--- config.mk ---
export PLATFORM = sky130hd
export DESIGN_NAME = bea_mul
export DESIGN_NICKNAME = d
export VERILOG_FILES = /design/src/hw/rtl/bea_pkg.sv /design/src/hw/rtl/bea_mul.sv
export SDC_FILE = /design/constraint.sdc
export NUM_CORES = 2
export LEC_CHECK = 0
export BUFFER_PORTS_ARGS = -buffer_cell sky130_fd_sc_hd__buf_2
export CORE_ASPECT_RATIO = 1.25
export CORE_UTILIZATION = 55
export DETAILED_ROUTE_END_ITERATION = 16
export GPL_TIMING_DRIVEN = 0
export PLACE_DENSITY = 0.72
export SETUP_SLACK_MARGIN = 0.4
export SYNTH_ARGS = -nofsm -noshare
export SYNTH_HDL_FRONTEND = slang
export SYNTH_SLANG_ARGS = --single-unit
--- constraint.sdc ---
create_clock -name clk -period 12.8 [get_ports clk]
set_input_delay 2.56 -clock clk [delete_from_list [all_inputs] [get_ports clk]]
set_output_delay 2.56 -clock clk [all_outputs]
set_load 0.005 [all_outputs]
--- src/hw/rtl/bea_pkg.sv ---
package bea_pkg;

  localparam int BAND_COUNT_DEF = 14;
  localparam int WORDS_PER_BAND = 6;

  localparam int CMD_W      = 2;
  localparam int SAMPLE_W   = 16;
  localparam int BSEL_W     = 4;
  localparam int WSEL_W     = 3;
  localparam int TABLE_W    = 32;
  localparam int BIDX_OUT_W = 4;
  localparam int MAG_W      = 16;
  localparam int CFG_IDX_W  = 3;
  localparam int CFG_DATA_W = 24;
  localparam int DIV_CNT_W  = 6;

  localparam logic [CMD_W-1:0] CMD_SAMPLE  = 2'd0;
  localparam logic [CMD_W-1:0] CMD_PUBLISH = 2'd1;
  localparam logic [CMD_W-1:0] CMD_LOAD    = 2'd2;

  localparam logic [WSEL_W-1:0] W_GAIN = 3'd5;

  localparam logic [CFG_IDX_W-1:0] REG_ATTACK      = 3'd0;
  localparam logic [CFG_IDX_W-1:0] REG_RELEASE     = 3'd1;
  localparam logic [CFG_IDX_W-1:0] REG_AGC_ATTACK  = 3'd2;
  localparam logic [CFG_IDX_W-1:0] REG_AGC_RELEASE = 3'd3;
  localparam logic [CFG_IDX_W-1:0] REG_NOISE_GATE  = 3'd4;
  localparam logic [CFG_IDX_W-1:0] REG_QUIET_THR   = 3'd5;
  localparam logic [CFG_IDX_W-1:0] REG_QUIET_HOLD  = 3'd6;
  localparam logic [CFG_IDX_W-1:0] REG_AGC_SCALE   = 3'd7;

  localparam logic [23:0] ATTACK_RST      = 24'd16690078;
  localparam logic [23:0] RELEASE_RST     = 24'd16775274;
  localparam logic [23:0] AGC_ATTACK_RST  = 24'd15099494;
  localparam logic [23:0] AGC_RELEASE_RST = 24'd16693330;
  localparam logic [23:0] NOISE_GATE_RST  = 24'd8389;
  localparam logic [23:0] QUIET_THR_RST   = 24'd33554;
  localparam logic [7:0]  QUIET_HOLD_RST  = 8'd20;
  localparam logic [11:0] AGC_SCALE_RST   = 12'd896;

  localparam logic signed [31:0] AGC_RESET_LEVEL = 32'sd167772;
  localparam int SCALE_W = 36;
  localparam logic [SCALE_W-1:0] SCALE_FLOOR = 36'd167772;

  localparam int MUL_W = 33;

  typedef struct packed {
    logic                 start;
    logic [DIV_CNT_W-1:0] steps;
  } div_ctl_t;

  typedef struct packed {
    logic busy;
    logic done;
  } div_stat_t;

endpackage

--- src/hw/rtl/bea_mul.sv ---
module bea_mul import bea_pkg::*; #(
  parameter int AW = MUL_W,
  parameter int BW = MUL_W
) (
  input  logic                     clk,
  input  logic signed [AW-1:0]     a,
  input  logic signed [BW-1:0]     b,
  output logic signed [AW+BW-1:0]  p
);

  always_ff @(posedge clk) begin
    p <= a * b;
  end

endmodule

==> results.json <==
{
  "run_status": "complete, no violations",
  "ys_seq_area_frac": 0.0324,
  "synth.distinct_cells": 80,
  "grt_pass1_wl_mm": 220,
  "area.growth.synth_to_final_pct": 5.41,
  "reg_top3": "p (66)",
  "synth_edf_count": 0,
  "setup_violations": 0,
  "async_reset_ff_frac": 0,
  "maxSlewHeadroom": 0.0165,
  "syn_avg_cell_area_sq_um": 9.39,
  "path_clk_slew_ns": 0.09,
  "ioPinCount": 133,
  "die_area_sq_mm": 0.0752,
  "avgViaCountPerCell": 5.84,
  "drcViolationCount": 0,
  "clock-root-buffer": "clkbuf_16",
  "met3_usage": 0.0987,
  "hold_viol": 0,
  "place.gp.congestion": 1.15,
  "regMostFlops": "p",
  "cts_tree": "done",
  "hold_start": "a[0]",
  "drt_wl_total_mm": 151,
  "cp_max_fo": 17,
  "largest_register_ffs": 66,
  "num_vias": 31891,
  "syn-cell-area_sq_mm": 0.0407,
  "setup_ws_ns": 0.785,
  "synth_ff_type": "dfxtp_1",
  "synth_area_leaders": "fa_1 56%, inv_1 10%, and2_1 8.6%",
  "finalMaxSlewViolations": 0,
  "cpMostUsedCell": "fa_1",
  "coreArea_sq_mm": 0.0733,
  "required_ns": 13.08,
  "worst_hold_path_type": "input pin to register",
  "drive_gt1_frac": 0.0439,
  "dp_hpwl_mm": 126,
  "grt-ovfl-total": 0,
  "grtUsageTotal": 0.421,
  "hold-worst-slack_ns": 2.55,
  "dp_slack_ns": 0.633,
  "tns_ns": 0,
  "synth_nets": 5767,
  "critPathLaunch": "a[32]",
  "cts_hold_buffers": 0,
  "nets": 5910,
  "cts_resized": 0,
  "antenna_found_initial": 23,
  "layout_commonest_cell": "fa_1",
  "fmax_mhz": 83.2,
  "rows": 111,
  "htree_levels": 3,
  "wl_per_cell_um": 27.6,
  "utilization": 0.586,
  "min_period_over_period": 0.939,
  "first_pass_iters": 6,
  "worstPathArrival_ns": 12.29,
  "initial_core_util": 0.555,
  "synth_seq_cells": 66,
  "netlist.area_leader.share": 0.563,
  "cts_inserted_buffers": 9,
  "ant_nets": 0,
  "met1_usage": 0.469,
  "most-common-layout-cells": "1,145 x fa_1, 1,131 x inv_1, 562 x and2_1",
  "cts_setup_buffers": 0,
  "met2_usage": 0.668,
  "worstMarginPinSlew_ns": 1.48,
  "synth_area_leader_cell": "fa_1",
  "clk_path_buf_depth": 2,
  "cts.sink_count": 66,
  "critPathLaunchType": "input pin",
  "synth_cells": 4338,
  "path_class": "input pin to register",
  "grt-busiest-layer": "met2",
  "grt_pass1_vias": 33977,
  "die_h_um": 306,
  "rsz0062_at_grt": "false",
  "fin_crit_ns": 12.02,
  "drt_iter0_markers": 2871,
  "maxCapViolations": 0,
  "io_buffer_count": 132,
  "ys_warn_count": 0,
  "max_stage_delay_ns": 1.38,
  "crit_path_end_kind": "register",
  "grt_max_degree": 27,
  "cp_cell_sequence": "buf_2 -> clkbuf_1 -> nand2_1 -> inv_1 -> fa_1 -> fa_1 -> fa_1 -> fa_1 -> fa_1 -> fa_1 -> fa_1 -> inv_1 -> fa_1 -> inv_1 -> ha_1 -> clkbuf_1 -> and3_1 -> nand3_1 -> nand2b_1 -> a2111oi_4 -> a211oi_4 -> a21oi_2 -> nor4b_2 -> a311oi_1",
  "crit_slowest_cell": "fa_1",
  "die_w_um": 245
}
path summary, 6_finish.rpt:
kind	to	slack, ns	depth (start not counted)
max	p[58]$_DFF_P_	0.78	24
min	p[0]$_DFF_P_	2.55	2
cells in the mapped netlist (all sizes together), types with 3 or more instances:
library cell,number
a21o,38
and4,5
nand4,12
or3,3
nor3,7
nor2,68
ha,217
buf,13
nor2b,5
nor4,3
nand2,551
inv,1131
xnor2,43
o31ai,7
xor2,25
fa,1145
o21a,6
a31oi,9
dfxtp,66
or2,3
nand3,26
a211o,6
o21ai,33
and2,563
and3,6
o211ai,5
a21oi,61
a21boi,3
nand2b,12
o21bai,11
a211oi,11
a221oi,3
clkbuf,208
layout make-up:
class | instances | area, sq um
sequential | 66 | 1320
clock inverter | 7 | 75.1
inverter | 1131 | 4250
fill | 6622 | 30400
clock buffer | 9 | 225
multi-input combinational | 2920 | 34300
buffer | 221 | 851
antenna | 17 | 42.5
tap | 960 | 1200
timing repair buffer | 132 | 661
kinds of logic after synthesis:
| family | count (synthesis) | share of synthesized area |
|---|---|---|
| flops | 66 | 0.0324 |
| compound gates | 219 | 0.0407 |
| simple gates | 1271 | 0.158 |
| buf+inv | 1352 | 0.125 |
| fa+ha+maj | 1362 | 0.629 |
| xor+xnor | 68 | 0.0146 |
worst max-delay path, delay by kind of cell:
kind / cells / cell delay (ns)
AO/OA/AOI/OAI: 4 / 1.28
adder cells (fa/ha/maj): 9 / 5.62
buffers and inverters: 6 / 1.78
AND/OR/NAND/NOR: 5 / 1.01
per-stage QoR:
stage	std cells	area, sq um
finish	5463	42900
global route	5452	42900
CTS	5446	42900
detailed placement	5430	42600
global placement	5430	42600
floorplan	4338	40700
per-layer routing:
metal  up-vias  wire length, um
li1      12634                -
met1     16358            47600
met2      2114            70300
met5         -               73
met4        10            17700
met3       775            15200
Power is left out: the tool's default activity adds up to more than one toggle a clock period on the data nets, which glitch-free logic cannot reach.
