### src/hw/rtl/bea_pkg.sv
package bea_pkg;

  localparam int BAND_COUNT_DEF = 14;
  localparam int WORDS_PER_BAND = 6;

  localparam int CMD_W      = 2;
  localparam int SAMPLE_W   = 16;
  localparam int BSEL_W     = 4;
  localparam int WSEL_W     = 3;
  localparam int TABLE_W    = 32;
  localparam int BIDX_OUT_W = 4;
  localparam int MAG_W      = 16;
  localparam int CFG_IDX_W  = 3;
  localparam int CFG_DATA_W = 24;
  localparam int DIV_CNT_W  = 6;

  localparam logic [CMD_W-1:0] CMD_SAMPLE  = 2'd0;
  localparam logic [CMD_W-1:0] CMD_PUBLISH = 2'd1;
  localparam logic [CMD_W-1:0] CMD_LOAD    = 2'd2;

  localparam logic [WSEL_W-1:0] W_GAIN = 3'd5;

  localparam logic [CFG_IDX_W-1:0] REG_ATTACK      = 3'd0;
  localparam logic [CFG_IDX_W-1:0] REG_RELEASE     = 3'd1;
  localparam logic [CFG_IDX_W-1:0] REG_AGC_ATTACK  = 3'd2;
  localparam logic [CFG_IDX_W-1:0] REG_AGC_RELEASE = 3'd3;
  localparam logic [CFG_IDX_W-1:0] REG_NOISE_GATE  = 3'd4;
  localparam logic [CFG_IDX_W-1:0] REG_QUIET_THR   = 3'd5;
  localparam logic [CFG_IDX_W-1:0] REG_QUIET_HOLD  = 3'd6;
  localparam logic [CFG_IDX_W-1:0] REG_AGC_SCALE   = 3'd7;

  localparam logic [23:0] ATTACK_RST      = 24'd16690078;
  localparam logic [23:0] RELEASE_RST     = 24'd16775274;
  localparam logic [23:0] AGC_ATTACK_RST  = 24'd15099494;
  localparam logic [23:0] AGC_RELEASE_RST = 24'd16693330;
  localparam logic [23:0] NOISE_GATE_RST  = 24'd8389;
  localparam logic [23:0] QUIET_THR_RST   = 24'd33554;
  localparam logic [7:0]  QUIET_HOLD_RST  = 8'd20;
  localparam logic [11:0] AGC_SCALE_RST   = 12'd896;

  localparam logic signed [31:0] AGC_RESET_LEVEL = 32'sd167772;
  localparam int SCALE_W = 36;
  localparam logic [SCALE_W-1:0] SCALE_FLOOR = 36'd167772;

  localparam int MUL_W = 33;

  typedef struct packed {
    logic                 start;
    logic [DIV_CNT_W-1:0] steps;
  } div_ctl_t;

  typedef struct packed {
    logic busy;
    logic done;
  } div_stat_t;

endpackage

### src/hw/rtl/bea_div.sv
module bea_div import bea_pkg::*; #(
  parameter int DW = 37,
  parameter int VW = SCALE_W
) (
  input  logic          clk,
  input  logic          rst_n,
  input  div_ctl_t      ctl,
  input  logic [DW-1:0] dividend,
  input  logic [VW-1:0] divisor,
  input  logic [VW-1:0] rem_init,
  output logic [DW-1:0] quot,
  output div_stat_t     stat
);

  logic [VW-1:0]        rem_r;
  logic [VW-1:0]        dsr_r;
  logic [DW-1:0]        dvd_r;
  logic [DW-1:0]        q_r;
  logic [DIV_CNT_W-1:0] cnt_r;
  logic                 busy_r;
  logic                 done_r;
  logic [VW:0]          rem2;
  logic [VW:0]          diff;
  logic                 ge;

  // restoring step: remainder stays below divisor
  assign rem2 = {rem_r, dvd_r[DW-1]};
  assign diff = rem2 - {1'b0, dsr_r};
  assign ge   = (rem2 >= {1'b0, dsr_r});

  always_ff @(posedge clk) begin
    if (!rst_n) begin
      busy_r <= 1'b0;
      done_r <= 1'b0;
      cnt_r  <= '0;
    end else begin
      done_r <= 1'b0;
      if (ctl.start) begin
        busy_r <= 1'b1;
        cnt_r  <= ctl.steps;
        rem_r  <= rem_init;
        dsr_r  <= divisor;
        dvd_r  <= dividend;
        q_r    <= '0;
      end else if (busy_r) begin
        rem_r <= ge ? diff[VW-1:0] : rem2[VW-1:0];
        dvd_r <= {dvd_r[DW-2:0], 1'b0};
        q_r   <= {q_r[DW-2:0], ge};
        cnt_r <= cnt_r - 1'b1;
        if (cnt_r == DIV_CNT_W'(1)) begin
          busy_r <= 1'b0;
          done_r <= 1'b1;
        end
      end
    end
  end

  assign quot      = q_r;
  assign stat.busy = busy_r;
  assign stat.done = done_r;

endmodule

### config.mk
export PLATFORM = sky130hd
export DESIGN_NAME = bea_div
export DESIGN_NICKNAME = d
export VERILOG_FILES = /design/src/hw/rtl/bea_pkg.sv /design/src/hw/rtl/bea_div.sv
export SDC_FILE = /design/constraint.sdc
export NUM_CORES = 1
export LEC_CHECK = 0
export BUFFER_PORTS_ARGS = -buffer_cell sky130_fd_sc_hd__buf_2
export CAP_MARGIN = 0
export CORE_MARGIN = 8
export CORE_UTILIZATION = 55
export DETAILED_ROUTE_END_ITERATION = 12
export PLACE_DENSITY = 0.86
export RECOVER_POWER = 100
export SETUP_SLACK_MARGIN = 0.05
export SKIP_LAST_GASP = 1
export SYNTH_ARGS = -nofsm -noshare
export SYNTH_HDL_FRONTEND = slang
export SYNTH_SLANG_ARGS = --single-unit
### constraint.sdc
create_clock -name clk -period 7 [get_ports clk]
set_clock_uncertainty 0.2 [all_clocks]
set_input_delay 2.1 -clock clk [delete_from_list [all_inputs] [get_ports clk]]
set_output_delay 2.1 -clock clk [all_outputs]
set_load 0.05 [all_outputs]
==> summary.txt <==
Status
  – Outcome: finished with violations
  – Failing checks: max-capacitance violations, max-slew violations

Yosys
  – Netlist cell types: 67
  – Seq cells post-synth: 154
  – Post-synthesis mux area share: 0.0569
  – Synthesized Nets: 919
  – Dominant cells by area after synthesis: edfxtp_1 51%, ha_1 5.5%, mux2_2 5.0%
  – Top FF cell, synth: edfxtp_1
  – XOR/XNOR share of the synthesized area: 0.0276
  – Post-synth EDFFs: between 100 and 150
  – Main combinational cell family by area after synthesis: simple AND/OR/NAND/NOR gates
  – Mapped Cells: 762
  – Post-synthesis compound-gate area fraction: 0.141
  – Yosys top cell area share: 0.511
  – Mean Syn Cell Area: 11.2 um2
  – Synth Area in Simple Gates: 0.142
  – Async SR Flop Fraction: 0
  – Post-synthesis adder-cell area fraction: 0.0578
  – Seq/Total Area, Yosys: 0.530
  – Cell taking the most area after synthesis: edfxtp_1
  – Mapped cell area: 8570 um2
  – Yosys warnings: 0

STA
  – Worst-Margin Slew: 2.54 ns
  – Slew HR: -0.692
  – Fmax: 193 MHz
  – Slew Viols, Final: 141
  – Endpoints failing setup: 0
  – Setup TNS: 0 ns
  – Crit share post-route: 0.741
  – Hold Vio Cnt, Final: 0
  – Post-route minimum period: 5.19 ns
  – RSZ-0062 raised after global routing: false
  – Setup WS post-layout: 1.81 ns

Worst setup path
  – Crit start category: input port
  – Worst Path Max Fanout: 76
  – RR Startpoint: rem_r[2]$_DFFE_PP_
  – CP Class: in2reg
  – Worst EP required: 6.82 ns
  – Worst EP arrival: 5.01 ns
  – Worst Setup SP: ctl[6]
  – Worst setup EP type: flop

Global routing
  – Vias in the first global route: 6535
  – Met3 usage: 0.0422
  – GRT met2 Usage: 0.325
  – First-pass GRT wire length: between 30000 and 40000 um
  – Total global routing overflow: 0
  – Initial antenna violation count: 7
  – Largest net degree at the start of global routing: 77
  – Overall routing resource usage: 0.206
  – Busiest grt layer: met2
  – M1 GR Usage: 0.261

Floorplanning
  – # rows: 45
  – Core area: 15200 um2
  – Die Area: between 15000 and 20000 um2
  – IO Count: 157
  – Die W: 141 um
  – Die height: between 100 and 150 um
  – Starting density of the core: 0.564

Final layout
  – Layout cells sized above 1: 0.218
  – Layout Nets: 1062
  – Commonest non-fill, non-tap cell in the layout: edfxtp_1
  – Fill count: about 1200
  – Finished Cell Area: 9980 um2
  – Most used cells in the layout excluding fill and tap cells: 146 x edfxtp_1, 116 x buf_2, 61 x nand2_1, 54 x inv_1, 46 x nor2_1
  – Synth-to-Final Area Change: 16.4%

Min path
  – Min-delay src: dvd_r[21]$_DFFE_PP_
  – Worst min path class: reg2reg

CTS
  – Post_cts resized: 0
  – H-tree Lvls: 4
  – Post-CTS setup buffer count: 0
  – CTS sink cnt: 154
  – Hold_buf cts: 0
  – Total CTS buffers: 17
  – CTS max path bufs: 2
  – CTS tree: yes
  – Clk_lat worst skew: approximately 0.44 ns
  – CTS Root Cell: clkbuf_16
  – Clk slew on worst S/H paths: 0.07 ns

Placement
  – Placed Area: 9450 um2
  – Global placement routability congestion: approximately 0.9
  – Place WS: 2.34 ns
  – Buffers on Ports: 156
  – Hpwl dp: approximately 14000 um

Pwr
  – Worst VDD drop: 0.176 mV
  – PwrDens: 268 nW/um2
  – Leak pwr: 0.00405 uW

Detailed routing
  – Drt via density: about 5.8
  – WL per Instance: 18.2 um
  – Drc violations: 0
  – Remaining antenna violation count after routing: 0
  – Via Count: 6482
  – Drt pass-1 iters: 7
  – Routed wire length: ~20000 um
  – Initial DRC count: 590

Job
  – Max Cap Viol: 4
## cell families (layout without fill, tap and decap cells)
kind of cell	count (synthesis)	after routing
xor gates and xnor gates	27	27
and+or+nand+nor	231	231
buffers and inverters	90	246
muxes	44	44
adders and majority gates	39	39
AOI/OAI and AO/OA	177	177
other	0	7
DFF	154	154
## state kept, by name, indices dropped and copies added (netlist names)
signal	flops
quot	37
cnt_r	6
dsr_r	36
done_r	1
busy_r	1
dvd_r	37
rem_r	36
## metrics by stage
stage | util | power, uW | cells | hold slack (ns)
floorplan | - | 1590 | 762 | 0.296
global placement | 0.622 | 1710 | 1074 | 0.314
detailed placement | 0.622 | 1730 | 1074 | 0.329
CTS | 0.661 | 2680 | 1106 | 0.349
global route | 0.656 | 2790 | 1113 | 0.363
finish | 0.656 | 2680 | 1113 | 0.345
## final cells by class
cell class,instances,area [um2],share of cell area
inverters,54,203,0.0203
flip-flops and latches,154,4540,0.455
well taps,188,235,0.0236
multi-input cells,518,3620,0.363
clock inverters,15,176,0.0177
diodes,7,17.5,0.00176
clock buffers,17,425,0.0426
repair buffers,160,757,0.0759
## where the power goes
| part | internal, uW | switching [uW] |
|---|---|---|
| Sequential | 1100 | 32.6 |
| Clock | 541 | 419 |
| Combinational | 227 | 359 |
## per-layer routing
layer / up-vias / wire [um]
met4: 0 / 714
met1: 3094 / 8820
met5: - / 0
li1: 3115 / -
met2: 228 / 9670
met3: 45 / 1060
## worst paths after layout
path / to / slack, ns / depth (start not counted)
max: dvd_r[1]$_DFFE_PP_ / 1.81 / 3
min: dvd_r[22]$_DFFE_PP_ / 0.35 / 1
max reg2reg: rem_r[30]$_DFFE_PP_ / 1.82 / 10
min reg2reg: dvd_r[22]$_DFFE_PP_ / 0.35 / 1
## cells in the mapped netlist, types with 6 or more instances
cell	instances
xor2_1	12
a21oi_1	39
nor2_1	46
inv_1	54
a2bb2oi_1	6
nand2_1	61
ha_1	38
nand3_1	16
and3_1	15
o211ai_1	10
nor2b_1	42
dfxtp_1	8
xnor2_1	15
mux2_2	38
o21a_1	9
a21o_1	21
a211oi_1	8
nor3_1	11
clkbuf_1	21
a31oi_1	17
o21ai_0	26
and2_1	6
edfxtp_1	146
mux2i_1	6
## worst max-delay path, stage by stage
cell,delay [ns]
buf_4,0.45
o21a_4,0.89
clkbuf_1,1.43
No activity file was read; power rests on OpenSTA's default activity.
